`src/sha_pkg.sv`:
```
package sha_pkg;

    localparam int WordW = 64;

    typedef enum logic [2:0] {
        ST_COLLECT,
        ST_PAD,
        ST_INIT,
        ST_ROUND,
        ST_FOLD,
        ST_OUT
    } t_state;

    localparam logic [63:0] IV [8] = '{
        64'h6a09e667f3bcc908, 64'hbb67ae8584caa73b,
        64'h3c6ef372fe94f82b, 64'ha54ff53a5f1d36f1,
        64'h510e527fade682d1, 64'h9b05688c2b3e6c1f,
        64'h1f83d9abfb41bd6b, 64'h5be0cd19137e2179
    };

    localparam logic [63:0] K [80] = '{
        64'h428a2f98d728ae22, 64'h7137449123ef65cd, 64'hb5c0fbcfec4d3b2f, 64'he9b5dba58189dbbc,
        64'h3956c25bf348b538, 64'h59f111f1b605d019, 64'h923f82a4af194f9b, 64'hab1c5ed5da6d8118,
        64'hd807aa98a3030242, 64'h12835b0145706fbe, 64'h243185be4ee4b28c, 64'h550c7dc3d5ffb4e2,
        64'h72be5d74f27b896f, 64'h80deb1fe3b1696b1, 64'h9bdc06a725c71235, 64'hc19bf174cf692694,
        64'he49b69c19ef14ad2, 64'hefbe4786384f25e3, 64'h0fc19dc68b8cd5b5, 64'h240ca1cc77ac9c65,
        64'h2de92c6f592b0275, 64'h4a7484aa6ea6e483, 64'h5cb0a9dcbd41fbd4, 64'h76f988da831153b5,
        64'h983e5152ee66dfab, 64'ha831c66d2db43210, 64'hb00327c898fb213f, 64'hbf597fc7beef0ee4,
        64'hc6e00bf33da88fc2, 64'hd5a79147930aa725, 64'h06ca6351e003826f, 64'h142929670a0e6e70,
        64'h27b70a8546d22ffc, 64'h2e1b21385c26c926, 64'h4d2c6dfc5ac42aed, 64'h53380d139d95b3df,
        64'h650a73548baf63de, 64'h766a0abb3c77b2a8, 64'h81c2c92e47edaee6, 64'h92722c851482353b,
        64'ha2bfe8a14cf10364, 64'ha81a664bbc423001, 64'hc24b8b70d0f89791, 64'hc76c51a30654be30,
        64'hd192e819d6ef5218, 64'hd69906245565a910, 64'hf40e35855771202a, 64'h106aa07032bbd1b8,
        64'h19a4c116b8d2d0c8, 64'h1e376c085141ab53, 64'h2748774cdf8eeb99, 64'h34b0bcb5e19b48a8,
        64'h391c0cb3c5c95a63, 64'h4ed8aa4ae3418acb, 64'h5b9cca4f7763e373, 64'h682e6ff3d6b2b8a3,
        64'h748f82ee5defb2fc, 64'h78a5636f43172f60, 64'h84c87814a1f0ab72, 64'h8cc702081a6439ec,
        64'h90befffa23631e28, 64'ha4506cebde82bde9, 64'hbef9a3f7b2c67915, 64'hc67178f2e372532b,
        64'hca273eceea26619c, 64'hd186b8c721c0c207, 64'heada7dd6cde0eb1e, 64'hf57d4f7fee6ed178,
        64'h06f067aa72176fba, 64'h0a637dc5a2c898a6, 64'h113f9804bef90dae, 64'h1b710b35131c471b,
        64'h28db77f523047d84, 64'h32caab7b40c72493, 64'h3c9ebe0a15c9bebc, 64'h431d67c49c100d4c,
        64'h4cc5d4becb3e42b6, 64'h597f299cfc657e2a, 64'h5fcb6fab3ad6faec, 64'h6c44198c4a475817
    };

    function automatic logic [63:0] rotr(input logic [63:0] x, input int n);
        rotr = (x >> n) | (x << (64 - n));
    endfunction

endpackage

```
`src/sha_round.sv`:
```
// One compression round on the working variables a..h.
module sha_round (
    input  logic [63:0] i_v [8],
    input  logic [63:0] i_k,
    input  logic [63:0] i_w,
    output logic [63:0] o_v [8]
);
    logic [63:0] s1, ch, t1, s0, maj;

    always_comb begin
        s1  = sha_pkg::rotr(i_v[4], 14) ^ sha_pkg::rotr(i_v[4], 18) ^ sha_pkg::rotr(i_v[4], 41);
        ch  = (i_v[4] & i_v[5]) ^ (~i_v[4] & i_v[6]);
        t1  = i_v[7] + s1 + ch + i_k + i_w;
        s0  = sha_pkg::rotr(i_v[0], 28) ^ sha_pkg::rotr(i_v[0], 34) ^ sha_pkg::rotr(i_v[0], 39);
        maj = (i_v[0] & i_v[1]) ^ (i_v[0] & i_v[2]) ^ (i_v[1] & i_v[2]);
        o_v[7] = i_v[6];
        o_v[6] = i_v[5];
        o_v[5] = i_v[4];
        o_v[4] = i_v[3] + t1;
        o_v[3] = i_v[2];
        o_v[2] = i_v[1];
        o_v[1] = i_v[0];
        o_v[0] = t1 + s0 + maj;
    end
endmodule

```
`config.mk`:
```
export PLATFORM = sky130hd
export DESIGN_NAME = sha_round
export DESIGN_NICKNAME = d
export VERILOG_FILES = /design/src/sha_pkg.sv /design/src/sha_round.sv
export SDC_FILE = /design/constraint.sdc
export NUM_CORES = 1
export LEC_CHECK = 0
export BUFFER_PORTS_ARGS = -buffer_cell sky130_fd_sc_hd__buf_2
export CAP_MARGIN = 5
export CORE_AREA = 4 4 442 444
export DETAILED_ROUTE_END_ITERATION = 10
export DIE_AREA = 0 0 446 448
export PLACE_DENSITY = 0.34
export SLEW_MARGIN = 0
export SYNTH_ARGS = -nofsm -noshare
export SYNTH_HDL_FRONTEND = slang
export SYNTH_SLANG_ARGS = --single-unit
```
`constraint.sdc`:
```
create_clock -name vclk -period 11.5
set_clock_uncertainty 0.05 [all_clocks]
set_input_delay 0.575 -clock vclk [all_inputs]
set_output_delay 0.575 -clock vclk [all_outputs]
set_load 0.02 [all_outputs]
```
## Word-level counts from Yosys, hierarchy flattened

Index checks and enable logic that the tools add are counted.

- Flip-flop bits (word level): 0
- Bits in latches: 0
- Bits in writable memories: 0
- ROM bits: 0
- Output and inout bits: 512
- Memories: 0

- Add/subtract/negate cells: 7
- $mul: 0
- Div/mod/pow operators: 0
- $lt $le $gt $ge: 0
- Eq/ne operators: 0
- Shift-type cells: 0
- Muxes and demuxes: 0
- Bitwise logic cells: 19
- Reduce and logical (&&, ||, !) cells: 0

Operator list:

| kind | count |
|---|---|
| adder 64 bit | 7 |
| bitwise XOR 64 bit | 7 |
| AND 64 bit | 5 |
| NOT 64 bit | 1 |
| bitwise OR 23 x 64 -> 64 bit | 1 |
| bitwise OR 25 x 64 -> 64 bit | 1 |
| bitwise OR 30 x 64 -> 64 bit | 1 |
| bitwise OR 36 x 64 -> 64 bit | 1 |
| bitwise OR 46 x 64 -> 64 bit | 1 |
| bitwise OR 50 x 64 -> 64 bit | 1 |

## Logic depth before layout (Yosys ltp)

Gate-level depths: netlist of the first run.

- Word-level depth: 9
- Gate-level depth with buffers: 35
- Depth with buffers taken out: 33

## Worst setup path after synthesis of the first run

OpenSTA, ideal clock, no wires.

- Path type: in2out
- Start point: in i_v[13] (netlist bit)
- End point: out o_v[504] (netlist bit)
- Arrival time: 7.415 ns
- Path slack: 3.460 ns
- Stages on the path: 32
- Buffers on the path: 1
- Cells stage by stage: inv_1 > fa_1 > inv_1 > fa_1 > inv_1 > fa_1 > inv_1 > ha_1 > nand3_1 > or3_1 > o21ai_1 > nor3b_1 > o311ai_1 > a21oi_1 > a31oi_1 > o21bai_1 > xor2_1 > inv_1 > fa_1 > inv_1 > ha_1 > clkbuf_1 > a21o_1 > a21oi_1 > o21ai_0 > a221oi_1 > o41ai_4 > a211oi_1 > nor3_4 > a21oi_2 > o21ai_1 > xnor2_1

RTL lines:

| what | line | RTL |
|---|---|---|
| start, declared | sha_round.sv:3 | `input logic [63:0] i_v [8],` |
| end, declared | sha_round.sv:6 | `output logic [63:0] o_v [8]` |

==> results.json, run 1 <==
{
  "status": "finished clean",
  "dieHeight_um": 448,
  "min_path_type": "primary input to output port",
  "portBuffers": 1152,
  "viasPerCell": 3.82,
  "grt_pass1_wl_um": 248000,
  "crit_path_top_delay_cell": "a21oi_1",
  "first_global_vias": 25700,
  "die_w_um": 446,
  "pre_cts_ws_ns": 1.15,
  "floorplan.initialDensity": 0.130,
  "drt_iter0_markers": 1296,
  "cts-resized-gates": 0,
  "rows": 161,
  "antenna_found_initial": 82,
  "crit_fanout": 6,
  "path_class": "primary input to output port",
  "final_antenna_net_count": 0,
  "setup-violations-final": 0,
  "seq_area_frac_synth": 0,
  "cp-start-kind": "primary input",
  "firstDrtPassIters": 5,
  "dp.final_hpwl_um": 184000,
  "regArea_um2": 0,
  "ys_warn_count": 0,
  "post-route-util": 0.160,
  "crit_family": "compound AO/OA/AOI/OAI gates",
  "grt_max_degree": 14,
  "worstPathArrival_ns": 9.51,
  "clock_buffers": 0,
  "synth_nets": 4352,
  "crit_buf_inv": 5,
  "place.gp.congestion": 0.934,
  "timing.final.crit_share": 0.881,
  "multi_input_area_um2": 19200,
  "syn_inst": 3270,
  "slew_violations": 0,
  "seq_cell_count": 0,
  "nFillCells": 22200,
  "synth_area_um2": 24900,
  "routed_wl_um": 196000,
  "max_slew_margin": 0.317,
  "drive_gt1_frac": 0.308,
  "worst_slew_pin_slew_ns": 1.01,
  "cp_common_cell": "fa_1",
  "synth_cell_types": 85,
  "fin_ws_ns": 1.37,
  "grt_setup_unrepaired": "no",
  "max_stage_delay_ns": 0.65,
  "num-nets-final": 5043,
  "io_pins": 1152,
  "die_area_um2": 200000,
  "drcViolationCount": 0,
  "wl_per_cell_um": 30.2,
  "grt_overflow": 0,
  "track_usage": 0.187,
  "max_cap_viol_count": 0,
  "finalSetupTns_ns": 0,
  "worst_setup_path_end_kind": "output port",
  "post_cts_buffers": 0,
  "cts_hold_buf": 0,
  "fmax_mhz": 98.7,
  "area_growth_pct": 23.2,
  "cp.required_ns": 10.88,
  "fp.coreArea_um2": 192000,
  "via_count": 24800,
  "finalHoldViolations": 0,
  "syn_area_per_cell_um2": 7.61,
  "finalCriticalPeriod_ns": 10.13
}
[placed cells by master (no fill, tap or decap), drive strengths merged, types with 4 or more instances in the layout]
master,n
a2111oi,6
a211o,7
a211oi,24
a21boi,5
a21o,180
a21oi,211
a221oi,9
a311oi,4
a31oi,22
and2,14
and3,24
and4,10
buf,1159
diode,12
fa,253
ha,189
inv,657
mux2,22
mux2i,42
nand2,98
nand2b,24
nand3,45
nand3b,5
nand4,37
nor2,102
nor2b,26
nor3,23
nor4,6
o2111ai,4
o211ai,17
o21a,15
o21ai,164
o21bai,40
o31ai,9
or2,5
or3,6
xnor2,298
xor2,150
[cells in the mapped netlist, drive strengths merged (14+ instances only)]
cell,instances,area (µm²)
buf,395,2950
o21bai,40,304
nor2b,26,163
nand2b,24,150
inv,657,2470
nor2,102,383
nand4,37,231
clkbuf,75,282
mux2i,42,420
xor2,150,1310
o211ai,17,138
ha,189,2360
xnor2,298,2620
mux2,22,248
a211oi,24,190
and2,14,87.6
fa,253,5060
o21ai,164,840
nand3,45,225
o21a,15,113
nor3,23,131
and3,24,150
a21o,180,1350
nand2,98,368
a31oi,22,150
a21oi,211,1070
[worst paths after layout]
check                start       end  depth (start not counted)
setup / recovery  i_v[234]  o_v[504]                         32
hold / removal    i_v[128]   o_v[64]                          2
[metal layers]
metal,vias to the layer above,routed length [µm],global-route usage,part of all wire
li1,11600,-,-,-
met1,12200,75900,0.213,0.39
met2,840,109000,0.376,0.56
met3,188,6520,0.0163,0.033
met4,2,4780,0.0331,0.024
met5,-,13,0,0.000066
[cells by family after synthesis]
group,share of synthesized area
AND/OR/NAND/NOR,0.0867
XOR/XNOR,0.158
AO/OA/AOI/OAI,0.200
adder cells (fa/ha/maj),0.300
multiplexers,0.0268
buffers and inverters,0.229
[final cells by class]
type                            instances  area share
Antenna cell                           12    0.000979
Inverter                              657      0.0804
Multi-Input combinational cell       2143       0.626
Tap cell                             2526       0.103
Timing Repair Buffer                 1159       0.190
[per-stage QoR]
stage | instance area (µm²) | std cells | hold slack, ns
final | 30700 | 6497 | 1.34
after global routing | 30700 | 6492 | 1.34
after CTS | 30600 | 6485 | 1.34
after detailed placement | 30600 | 6485 | 1.33
after global placement | 30600 | 6485 | 1.33
after floorplan | 24900 | 3270 | 1.21
==> run 2: changes to the inputs <==
Settings changed: PLACE_DENSITY 0.34 to not set.
==> run 2 against run 1 <==
Worst setup slack worse by 0.12 ns; utilization up 0.072 points; sequential cell count unchanged; global-route usage up 3.1 points; non-clock buffer count up 3.
==> results.json, run 2 (same netlist as run 1, synthesis figures left out) <==
{
  "dieHeight_um": 448,
  "place.gp.congestion": 0.973,
  "post_dp_cell_area_um2": 30700,
  "hold_ws_ns": 1.33,
  "drt_iter0_markers": 1875,
  "post_cts_buffers": 0,
  "dp.final_hpwl_um": 215000,
  "grt_pass1_wl_um": 282000,
  "worst_hold_path.num_cells": 2,
  "crit_path_top_delay_cell": "xnor2_1",
  "cp.required_ns": 10.88,
  "crit_fanout": 8,
  "antenna_found_initial": 121,
  "finalSetupTns_ns": 0,
  "slew_violations": 0,
  "holdCritStartpoint": "i_v[133]",
  "fp.coreArea_um2": 192000,
  "area_growth_pct": 23.8,
  "portBuffers": 1152,
  "max_cap_viol_count": 0,
  "fmax_mhz": 97.5,
  "cp-start-kind": "primary input",
  "timing.final.crit_share": 0.892,
  "seq_cell_count": 0,
  "first_global_vias": 26500,
  "drive_gt1_frac": 0.309,
  "die_w_um": 446,
  "cts_hold_buf": 0,
  "status": "finished clean",
  "firstDrtPassIters": 7,
  "io_pins": 1152,
  "setup-violations-final": 0,
  "grt_overflow": 0,
  "hold_end": "o_v[69]",
  "max_slew_margin": 0.0908,
  "cts-resized-gates": 0,
  "via_count": 26200,
  "min_path_type": "primary input to output port",
  "grt_setup_unrepaired": "no",
  "finalHoldViolations": 0,
  "track_usage": 0.218,
  "floorplan.initialDensity": 0.130,
  "post-route-util": 0.161,
  "finalCriticalPeriod_ns": 10.25,
  "drcViolationCount": 0,
  "nFillCells": 22000,
  "die_area_um2": 200000,
  "grt_max_degree": 14,
  "clock_buffers": 0,
  "rows": 161,
  "num-nets-final": 5046,
  "final_common_cell": "buf_2",
  "worstPathArrival_ns": 9.63,
  "viasPerCell": 4.00,
  "multi_input_area_um2": 19200,
  "regArea_um2": 0,
  "final_antenna_net_count": 0,
  "worst_slew_pin_slew_ns": 1.35,
  "final_area_um2": 30800,
  "max_stage_delay_ns": 1.05,
  "cp_common_cell": "inv_1",
  "wl_per_cell_um": 35.0,
  "worst_setup_path_end_kind": "output port",
  "layout_common_cells": "1152 x buf_2, 657 x inv_1, 297 x xnor2_1",
  "routed_wl_um": 229000,
  "path_class": "primary input to output port"
}
[run 2: layer usage]
layer	routed length, µm	global-route usage	vias to the layer above
met5	62	0	-
met1	82400	0.233	13000
met3	16900	0.0585	331
met4	13800	0.101	10
li1	-	-	11600
met2	116000	0.399	1226
[run 2: how the worst max path moves through the flow]
| stage | to | start |
|---|---|---|
| after floorplan | o_v[504] | i_v[13] |
| after global placement | o_v[511] | i_v[216] |
| after detailed placement | o_v[511] | i_v[216] |
| after CTS | o_v[511] | i_v[216] |
| after global routing | o_v[511] | i_v[216] |
| final | o_v[511] | i_v[216] |
[run 2: layout make-up]
type	count	area share
well taps	2526	0.103
diodes	56	0.00455
repair buffers	1162	0.190
inverters	657	0.0800
multi-input cells	2143	0.623
[run 2: critical path: cells and delay by family]
family / cells / cell delay (ns)
buffers and inverters: 7 / 0.91
AOI/OAI and AO/OA: 15 / 3.70
xor gates and xnor gates: 4 / 1.88
and+or+nand+nor: 3 / 0.38
adders and majority gates: 5 / 2.16
[run 2: metrics by stage]
| step | instances | setup WS (ns) |
|---|---|---|
| floorplan | 3270 | 3.46 |
| global placement | 6488 | 1.26 |
| detailed placement | 6488 | 1.19 |
| CTS | 6488 | 1.18 |
| global route | 6532 | 0.607 |
| finish | 6544 | 1.25 |
